[src/adhip_pkg.sv]
// ----------------------------------------------------------------------------
// adhip_pkg
// Shared types and constants for the decimal/hex argument parser.
// ----------------------------------------------------------------------------
package adhip_pkg;

   localparam int VALUE_BITS_DEF = 32;
   localparam int CHAR_W         = 8;
   localparam int DIGIT_W        = 4;
   localparam int RSP_VALUE_W    = 31;
   localparam int RSP_FIELDS_W   = RSP_VALUE_W + 2;
   localparam int RSP_DATA_W     = ((RSP_FIELDS_W + 7) / 8) * 8;
   localparam int RSP_PAD_W      = RSP_DATA_W - RSP_FIELDS_W;

   localparam logic [CHAR_W-1:0] CHAR_NUL     = 8'h00;
   localparam logic [CHAR_W-1:0] CHAR_ZERO    = 8'h30;
   localparam logic [CHAR_W-1:0] CHAR_NINE    = 8'h39;
   localparam logic [CHAR_W-1:0] CHAR_UPPER_A = 8'h41;
   localparam logic [CHAR_W-1:0] CHAR_UPPER_F = 8'h46;
   localparam logic [CHAR_W-1:0] CHAR_LOWER_A = 8'h61;
   localparam logic [CHAR_W-1:0] CHAR_LOWER_F = 8'h66;
   localparam logic [CHAR_W-1:0] CHAR_UPPER_X = 8'h58;
   localparam logic [CHAR_W-1:0] CHAR_LOWER_X = 8'h78;

   localparam logic [DIGIT_W-1:0] LETTER_OFFSET = 4'd9;

   typedef enum logic [1:0] {
      PH_START  = 2'd0,
      PH_ZERO   = 2'd1,
      PH_DIGITS = 2'd2
   } phase_type;

   typedef struct packed {
      phase_type phase;
      logic      hex;
      logic      failed;
   } ctl_type;

   typedef struct packed {
      logic emit;
      logic accepted;
      logic was_hex;
   } res_type;

   localparam ctl_type CTL_RESET = '{phase: PH_START, hex: 1'b0, failed: 1'b0};

endpackage

[src/adhip_step.sv]
// ----------------------------------------------------------------------------
// adhip_step
// Per-character update: prefix phase, digit decode, accumulate and overflow.
// ----------------------------------------------------------------------------
module adhip_step import adhip_pkg::*; #(
   parameter int VALUE_BITS = VALUE_BITS_DEF
) (
   input  logic [CHAR_W-1:0]      char_code,
   input  ctl_type                ctl,
   input  logic [VALUE_BITS-2:0]  sum,
   output ctl_type                ctl_next,
   output logic [VALUE_BITS-2:0]  sum_next,
   output res_type                res,
   output logic [RSP_VALUE_W-1:0] value
);

   localparam int SUM_W = VALUE_BITS - 1;
   localparam int ACC_W = SUM_W + 4;

   logic                         is_nul;
   logic                         is_dec;
   logic                         is_hex_letter;
   logic                         is_digit;
   logic [DIGIT_W-1:0]           digit;
   logic [ACC_W-1:0]             sum_wide;
   logic [ACC_W-1:0]             acc;
   logic                         overflow;
   logic                         take;
   logic [SUM_W+RSP_VALUE_W-1:0] sum_ext;

   assign is_nul = (char_code == CHAR_NUL);
   assign is_dec = (char_code >= CHAR_ZERO) && (char_code <= CHAR_NINE);
   assign is_hex_letter = ctl.hex &&
      (((char_code >= CHAR_UPPER_A) && (char_code <= CHAR_UPPER_F)) ||
       ((char_code >= CHAR_LOWER_A) && (char_code <= CHAR_LOWER_F)));
   assign is_digit = is_dec || is_hex_letter;
   assign digit = is_dec ? char_code[DIGIT_W-1:0]
                         : char_code[DIGIT_W-1:0] + LETTER_OFFSET;

   assign sum_wide = {4'b0, sum};
   assign acc = (ctl.hex ? (sum_wide << 4) : ((sum_wide << 3) + (sum_wide << 1)))
                + {{(ACC_W-DIGIT_W){1'b0}}, digit};
   assign overflow = |acc[ACC_W-1:SUM_W];

   assign sum_ext = {{RSP_VALUE_W{1'b0}}, sum};

   // next state
   always_comb begin
      ctl_next = ctl;
      sum_next = sum;
      take     = 1'b0;
      if (is_nul) begin
         ctl_next = CTL_RESET;
         sum_next = '0;
      end else begin
         unique case (ctl.phase)
            PH_START: begin
               if (char_code == CHAR_ZERO) begin
                  ctl_next.phase = PH_ZERO;
               end else if (char_code == CHAR_LOWER_X || char_code == CHAR_UPPER_X) begin
                  ctl_next.hex   = 1'b1;
                  ctl_next.phase = PH_DIGITS;
               end else begin
                  ctl_next.phase = PH_DIGITS;
                  take           = 1'b1;
               end
            end
            PH_ZERO: begin
               if (char_code == CHAR_LOWER_X) begin
                  ctl_next.hex = 1'b1;
               end else begin
                  ctl_next.failed = 1'b1;
               end
               ctl_next.phase = PH_DIGITS;
            end
            default: begin
               take = 1'b1;
            end
         endcase
         if (take && !ctl.failed) begin
            if (!is_digit || overflow) begin
               ctl_next.failed = 1'b1;
            end else begin
               sum_next = acc[SUM_W-1:0];
            end
         end
      end
   end

   // result
   always_comb begin
      res.emit     = is_nul;
      res.accepted = !ctl.failed;
      res.was_hex  = ctl.hex;
      value        = ctl.failed ? '0 : sum_ext[RSP_VALUE_W-1:0];
   end

endmodule

[src/adhip_rsp_reg.sv]
// ----------------------------------------------------------------------------
// adhip_rsp_reg
// Result register: holds one response until the downstream side takes it.
// ----------------------------------------------------------------------------
module adhip_rsp_reg import adhip_pkg::*; #(
   parameter int DATA_W = RSP_DATA_W
) (
   input  logic              clock,
   input  logic              reset,
   input  logic              load,
   input  logic [DATA_W-1:0] load_data,
   output logic              free,
   output logic              rsp_tvalid,
   input  logic              rsp_tready,
   output logic [DATA_W-1:0] rsp_tdata
);

   logic              valid_ff;
   logic              valid_in;
   logic [DATA_W-1:0] data_ff;

   assign free       = !valid_ff || rsp_tready;
   assign valid_in   = load || (valid_ff && !rsp_tready);
   assign rsp_tvalid = valid_ff;
   assign rsp_tdata  = data_ff;

   always_ff @(posedge clock) begin
      if (reset) begin
         valid_ff <= 1'b0;
      end else begin
         valid_ff <= valid_in;
      end
   end

   always_ff @(posedge clock) begin
      if (load) begin
         data_ff <= load_data;
      end
   end

endmodule

[src/ascii_dec_hex_integer_parser_unit.sv]
// ----------------------------------------------------------------------------
// ascii_dec_hex_integer_parser_unit
// Parses a NUL-terminated decimal or hex argument string into an integer.
// ----------------------------------------------------------------------------
// Send one character per request; a NUL request ends the argument and
// produces one response with the value, an accepted flag and a hex flag.
// Decimal is the default; a leading x, X or 0x selects hex. A leading 0 not
// followed by lowercase x or the end, a non-digit, or a sum above the largest
// positive VALUE_BITS signed value rejects the argument (value reads 0).
// Each character is held in the input register and makes one pass through
// the multiply-by-10/16 and overflow logic, so a request is taken every cycle
// while the response register can move; only a NUL waits on a full response.
module ascii_dec_hex_integer_parser_unit import adhip_pkg::*; #(
   parameter int VALUE_BITS = VALUE_BITS_DEF
) (
   input  logic                  clock,
   input  logic                  reset,
   input  logic                  req_tvalid,
   output logic                  req_tready,
   input  logic [CHAR_W-1:0]     req_tdata,   // [7:0] char_code
   output logic                  rsp_tvalid,
   input  logic                  rsp_tready,
   output logic [RSP_DATA_W-1:0] rsp_tdata    // [30:0] value, [31] accepted, [32] was_hex
);

   localparam int SUM_W = VALUE_BITS - 1;

   logic                   in_valid_ff;
   logic                   in_valid_in;
   logic [CHAR_W-1:0]      in_char_ff;
   ctl_type                ctl_ff;
   ctl_type                ctl_in;
   logic [SUM_W-1:0]       sum_ff;
   logic [SUM_W-1:0]       sum_in;
   res_type                res;
   logic [RSP_VALUE_W-1:0] value;
   logic                   out_free;
   logic                   advance;
   logic                   req_fire;

   adhip_step #(.VALUE_BITS(VALUE_BITS)) u_step (
      .char_code (in_char_ff),
      .ctl       (ctl_ff),
      .sum       (sum_ff),
      .ctl_next  (ctl_in),
      .sum_next  (sum_in),
      .res       (res),
      .value     (value)
   );

   assign advance     = in_valid_ff && (!res.emit || out_free);
   assign req_tready  = !in_valid_ff || advance;
   assign req_fire    = req_tvalid && req_tready;
   assign in_valid_in = req_fire || (in_valid_ff && !advance);

   always_ff @(posedge clock) begin
      if (reset) begin
         in_valid_ff <= 1'b0;
         ctl_ff      <= CTL_RESET;
         sum_ff      <= '0;
      end else begin
         in_valid_ff <= in_valid_in;
         if (advance) begin
            ctl_ff <= ctl_in;
            sum_ff <= sum_in;
         end
      end
   end

   always_ff @(posedge clock) begin
      if (req_fire) begin
         in_char_ff <= req_tdata;
      end
   end

   adhip_rsp_reg #(.DATA_W(RSP_DATA_W)) u_rsp (
      .clock      (clock),
      .reset      (reset),
      .load       (advance && res.emit),
      .load_data  ({{RSP_PAD_W{1'b0}}, res.was_hex, res.accepted, value}),
      .free       (out_free),
      .rsp_tvalid (rsp_tvalid),
      .rsp_tready (rsp_tready),
      .rsp_tdata  (rsp_tdata)
   );

endmodule
[config.mk]
export PLATFORM = sky130hd
export DESIGN_NAME = ascii_dec_hex_integer_parser_unit
export DESIGN_NICKNAME = d
export VERILOG_FILES = /design/src/adhip_pkg.sv /design/src/adhip_step.sv /design/src/adhip_rsp_reg.sv /design/src/ascii_dec_hex_integer_parser_unit.sv
export SDC_FILE = /design/constraint.sdc
export NUM_CORES = 1
export LEC_CHECK = 0
export BUFFER_PORTS_ARGS = -buffer_cell sky130_fd_sc_hd__buf_4
export CORE_UTILIZATION = 40
export DETAILED_ROUTE_END_ITERATION = 10
export GPL_TIMING_DRIVEN = 0
export PLACE_DENSITY = 0.65
export SYNTH_ARGS = -nofsm -noshare
export SYNTH_HDL_FRONTEND = slang
export SYNTH_SLANG_ARGS = --single-unit
[constraint.sdc]
create_clock -name clock -period 8.87 [get_ports clock]
set_input_delay 0.887 -clock clock [delete_from_list [all_inputs] [get_ports clock]]
set_output_delay 0.887 -clock clock [all_outputs]
set_load 0.1 [all_outputs]
==> results of run 1 <==
routing by layer:
| layer | share of wire (%) | up-vias | routed length, um | global-route usage [%] |
|---|---|---|---|---|
| met2 | 45 | 200 | 8108 | 36.14 |
| li1 | - | 3112 | - | - |
| met1 | 47 | 2841 | 8614 | 31.01 |
| met3 | 5.5 | 30 | 1006 | 3.649 |
| met5 | 0 | - | 0 | 0 |
| met4 | 2.3 | 0 | 424 | 9.166 |
sequential cells by signal, summed over array words and instances (netlist names):
register          cells
ctl_ff                4
in_char_ff            8
in_valid_ff           1
sum_ff               31
u_rsp.rsp_tdata      33
u_rsp.rsp_tvalid      1
where the power goes:
group          internal, mW  total (mW)  leakage [nW]  switching (mW)
sequential            0.382       0.388         0.670         0.00618
clock                 0.251       0.422         0.162           0.171
combinational        0.0191      0.0621          2.19          0.0431
area by class of cell:
cell class | count | area [um^2] | area share (%)
buffer | 51 | 264.0 | 3.486
clock buffer | 9 | 225.2 | 2.974
clock inverter | 7 | 106.4 | 1.404
inverter | 18 | 67.56 | 0.8921
multi-input combinational | 671 | 4283 | 56.55
sequential | 78 | 1972 | 26.04
tap | 216 | 270.3 | 3.568
timing repair buffer | 48 | 385.4 | 5.088
cell usage in the layout (no fill, tap or decap), drive strengths merged, types with 3 or more instances in the layout:
cell type,instances
ha,35
o211ai,15
and4,10
mux2i,13
nor2,97
nand2b,9
a2111oi,9
xnor2,14
conb,7
xor2,29
o21ai,59
o41ai,3
a311o,8
and2,7
a21oi,76
nand3,16
a31oi,7
nand4,10
clkbuf,40
or2,9
a21o,8
and3,3
inv,20
o31ai,3
nand2,85
or3,10
buf,67
nor2b,35
o31a,6
clkinv,3
or4,4
o21a,4
a211oi,12
dfxtp,37
nor4,9
o21bai,4
nor3,20
edfxtp,41
worst max-delay path: stages, from the launching register on:
cell and delay (ns):
dfxtp_1 0.44, buf_2 0.28, clkbuf_1 0.36, clkbuf_1 0.40, clkbuf_1 0.52, clkbuf_1 0.39
buf_1 0.42, clkbuf_1 0.42, nor2b_1 0.15, ha_1 0.30, a21o_1 0.10, a21oi_1 0.12
nor3_1 0.24, or3b_2 0.48, buf_6 0.15, nor4_4 0.31, nand4bb_2 0.27, nor4_4 0.43
a21oi_1 0.13, or4_4 0.53, buf_6 0.15, buf_6 0.13, clkbuf_1 0.28, a21oi_1 0.25
o41ai_1 0.10
kinds of logic (layout without fill, tap and decap cells):
group,count (synthesis),in the layout,synth area share (%)
adders and majority gates,37,37,7.282
xor gates and xnor gates,43,43,5.738
AOI/OAI and AO/OA,237,237,23.77
and+or+nand+nor,332,332,25.73
DFF,78,78,30.04
buffers and inverters,69,133,5.051
muxes,15,15,2.325
other,1,7,0.05713
per-stage QoR:
step	setup WS, ns	power, mW	cells	cell area [um^2]
after floorplan	2.994	0.4408	818	6586
after global placement	1.500	0.4573	1080	7202
after detailed placement	1.489	0.4575	1081	7229
after CTS	1.469	0.8774	1097	7561
after global routing	0.8475	0.8973	1098	7574
final	1.366	0.8724	1098	7574
final timing paths:
| kind | slack (ns) | start | end | cells after the start |
|---|---|---|---|---|
| setup / recovery | 1.37 | ctl_ff[1] | sum_ff[11] | 24 |
| hold / removal | 0.56 | ctl_ff[1] | u_rsp.rsp_tdata[32] | 0 |
| setup reg to reg | 1.37 | ctl_ff[1] | sum_ff[11] | 24 |
| hold reg to reg | 0.56 | ctl_ff[1] | u_rsp.rsp_tdata[32] | 0 |
==> results.json, run 1 <==
{
  "status": "complete, no violations",
  "peakVddDrop_uv": 91.25,
  "antenna_found_initial": 0,
  "fp.dieW_um": 130.1,
  "grt.total_usage_pct": 22.84,
  "yosys_warnings": 0,
  "die_area_um2": 16930,
  "final_util_pct": 47.50,
  "antenna_left": 0,
  "hpwl_um": 13890,
  "rsz0062_at_grt": "no",
  "synthCells": 812,
  "drv_slew": 0,
  "place_congestion": 0.9027,
  "ys_top_cells_by_count": "nor2_1, nand2_1, a21oi_1, edfxtp_1, o21ai_0",
  "hp-class": "reg -> reg",
  "endpoint_kind": "register",
  "synth_top_area_cell": "edfxtp_1",
  "yosysTopAreaCellShare_pct": 18.76,
  "synth-edff-count": 41,
  "async_reset_ff_share_pct": 0,
  "wl_um": 18150,
  "tns_ns": 0,
  "grt_pass1_wl_um": 29800,
  "clk_path_buf_depth": 2,
  "fmax_mhz": 133.3,
  "num-fill-cells": 1575,
  "dr.pass1.iters": 5,
  "nets": 926,
  "root_buffer": "clkbuf_16",
  "grt_overflow": 0,
  "clock_sinks": 78,
  "ys_ff_latch": 78,
  "clock-skew-final_ns": 0.009277,
  "yosysUniqueCellTypes": 82,
  "synth_area_leaders": "edfxtp_1, dfxtp_1, ha_1",
  "synth_area_um2": 6564,
  "drc_errors": 0,
  "grt_pass1_vias": 5763,
  "grt_max_degree": 24,
  "tightest_slew_ns": 0.7326,
  "power.density_nw_per_um2": 115.2,
  "crit_required_ns": 9.09,
  "wl_per_cell_um": 16.53,
  "cts_tree": "yes",
  "slew_headroom_pct": 49.89,
  "syn_avg_cell_area_um2": 8.083,
  "cp_max_fo": 10,
  "initial_core_util_pct": 41.17,
  "cp-start-kind": "register",
  "diodes": 0,
  "period_share_pct": 84.60,
  "path_clk_slew_ns": 0.07,
  "cts_buffers": 9,
  "setup_violations": 0,
  "core-area_um2": 15940,
  "ctsResizeCount": 0,
  "vias": 6183,
  "io_pins": 54,
  "worstSkewPairLatency_ns": 0.36,
  "whs_ns": 0.5562,
  "period_needed_ns": 7.504,
  "die_height_um": 130.1,
  "ys.flop_type": "edfxtp_1",
  "drtIter0Drc": 477,
  "syn2layout_area_growth_pct": 15.38,
  "yosysSeqAreaShare_pct": 30.04,
  "crit_type": "reg -> reg",
  "numPortBuffers": 46,
  "p_leak_nw": 3.025,
  "cp.arrival_ns": 7.72,
  "ctsHoldBuffers": 0,
  "vias_per_cell": 5.631,
  "cts_setup_buffers": 0,
  "drive_gt1_share_pct": 12.59,
  "rows": 46,
  "synth.most_common_cell": "nor2_1",
  "hold_viol": 0,
  "drv_cap": 0,
  "htreeDepth": 3
}
Note: power is estimated with default switching activity, not from simulation.
==> inputs of run 2 (changes only) <==
clock period = 7.55 ns   (was 8.87 ns; I/O delays follow)
==> run 2 against run 1 <==
Net effect:
- clock skew is essentially flat
- setup slack lost 0.79 ns
- combinational power grew 18%
- sequential power grew 18%
==> results.json, run 2 (synthesized netlist as in run 1, its figures left out) <==
{
  "p_leak_nw": 3.036,
  "peakVddDrop_uv": 107.6,
  "grt_max_degree": 24,
  "rows": 46,
  "drive_gt1_share_pct": 12.93,
  "crit_type": "reg -> reg",
  "path_clk_slew_ns": 0.07,
  "vias": 6143,
  "fin_ws_ns": 0.5763,
  "drc_errors": 0,
  "cts_tree": "yes",
  "p_total_mw": 1.024,
  "period_share_pct": 92.37,
  "rrSetupSlack_ns": 0.58,
  "holdPathStages": 0,
  "crit_top_cell": "clkbuf_1",
  "grt_pass1_wl_um": 29800,
  "dr.pass1.iters": 5,
  "hp-class": "reg -> reg",
  "cp_max_fo": 10,
  "wl_per_cell_um": 16.49,
  "rr_worst_depth": 24,
  "tns_ns": 0,
  "fp.dieW_um": 130.1,
  "hpwl_um": 13890,
  "hold_viol": 0,
  "pre_cts_ws_ns": 0.1693,
  "die_area_um2": 16930,
  "critical_path.max_stage_delay_ns": 0.53,
  "num-fill-cells": 1574,
  "crit_required_ns": 7.77,
  "setup_violations": 0,
  "numPortBuffers": 46,
  "power.density_nw_per_um2": 135.1,
  "antenna_found_initial": 0,
  "period_needed_ns": 6.974,
  "root_buffer": "clkbuf_16",
  "cts_setup_buffers": 0,
  "vias_per_cell": 5.595,
  "slew_headroom_pct": 50.04,
  "drtIter0Drc": 480,
  "cp.arrival_ns": 7.19,
  "drv_slew": 0,
  "clock-skew-final_ns": 0.008816,
  "status": "complete, no violations",
  "nets": 926,
  "r2r-start": "ctl_ff[1]",
  "cp_slowest_cell": "or4_4",
  "layout_commonest_cell": "nor2_1",
  "drv_cap": 0,
  "tightest_slew_ns": 0.7305,
  "initial_core_util_pct": 41.17,
  "rsz0062_at_grt": "no",
  "grt_overflow": 0,
  "diodes": 0,
  "clk_path_buf_depth": 2,
  "cts_buffers": 9,
  "mostFrequentLayoutCells": "nor2_1, nand2_1, a21oi_1",
  "htreeDepth": 3,
  "crit_chain": "buf_2 > clkbuf_1 > clkbuf_1 > clkbuf_2 > clkbuf_1 > clkbuf_2 > clkbuf_2 > nor2b_1 > ha_1 > a21o_1 > a21oi_1 > nor3_1 > or3b_2 > buf_6 > nor4_4 > nand4bb_2 > nor4_4 > a21oi_1 > or4_4 > buf_6 > buf_6 > clkbuf_1 > a21oi_1 > o41ai_1",
  "fmax_mhz": 143.4,
  "endpoint_kind": "register",
  "largest_register_ffs": 33,
  "worstSkewPairLatency_ns": 0.36,
  "cp-start-kind": "register",
  "wl_um": 18100,
  "io_pins": 54,
  "regToRegEndpoint": "sum_ff[11]",
  "grt_pass1_vias": 5763,
  "syn2layout_area_growth_pct": 15.44,
  "hold_end": "u_rsp.rsp_tdata[32]",
  "clock_sinks": 78,
  "hold_start": "ctl_ff[1]",
  "core-area_um2": 15940,
  "grt.total_usage_pct": 22.84,
  "place_congestion": 0.9027,
  "die_height_um": 130.1,
  "antenna_left": 0
}
==> run 2: metrics by stage <==
stage | hold slack [ns] | area, um^2 | util (%) | std cells
finish | 0.5529 | 7577 | 47.53 | 1098
global route | 0.5604 | 7577 | 47.53 | 1098
CTS | 0.5623 | 7561 | 47.43 | 1097
detailed placement | 0.5454 | 7229 | 45.35 | 1081
global placement | 0.5400 | 7202 | 45.17 | 1080
floorplan | 0.4696 | 6586 | - | 818
==> run 2: metal layers <==
| layer | part of all wire [%] | global-route usage, % |
|---|---|---|
| met5 | 0 | 0 |
| met4 | 2.3 | 9.166 |
| met3 | 5.2 | 3.649 |
| met2 | 45 | 36.14 |
| met1 | 48 | 31.01 |
==> run 2: worst max-delay path by stage <==
stage | startpoint | depth (start not counted) | endpoint
floorplan | ctl_ff[1] | 23 | sum_ff[23]
finish | ctl_ff[1] | 24 | sum_ff[11]
global route | ctl_ff[1] | 24 | sum_ff[11]
CTS | ctl_ff[1] | 24 | sum_ff[11]
global placement | ctl_ff[1] | 24 | sum_ff[11]
detailed placement | ctl_ff[1] | 24 | sum_ff[11]
==> run 2: critical path: cells and delay by family, from the launching register on <==
family	cells	cell delay [ns]
AOI/OAI and AO/OA	5	0.66
and+or+nand+nor	7	2.39
DFF	1	0.43
buffers and inverters	11	3.06
adders and majority gates	1	0.28
==> run 2: what timing repair did <==
item	in CTS	in global routing
resized for setup	0	5
setup endpoints to repair	0	32
hold buffers	0	0
==> run 2: final cells by class <==
| cell class | instances | area, um^2 | share of cell area (%) |
|---|---|---|---|
| buffer | 51 | 267.8 | 3.534 |
| tap | 216 | 270.3 | 3.567 |
| timing repair buffer | 48 | 385.4 | 5.086 |
| sequential | 78 | 1972 | 26.02 |
| clock buffer | 9 | 225.2 | 2.972 |
| inverter | 18 | 67.56 | 0.8917 |
| multi-input combinational | 671 | 4283 | 56.52 |
| clock inverter | 7 | 106.4 | 1.404 |
==> run 2: where the power goes <==
group	total, mW	internal (mW)	switching, mW
sequential	0.456	0.449	0.00727
clock	0.495	0.295	0.200
combinational	0.0730	0.0224	0.0506
total	1.02	0.766	0.258
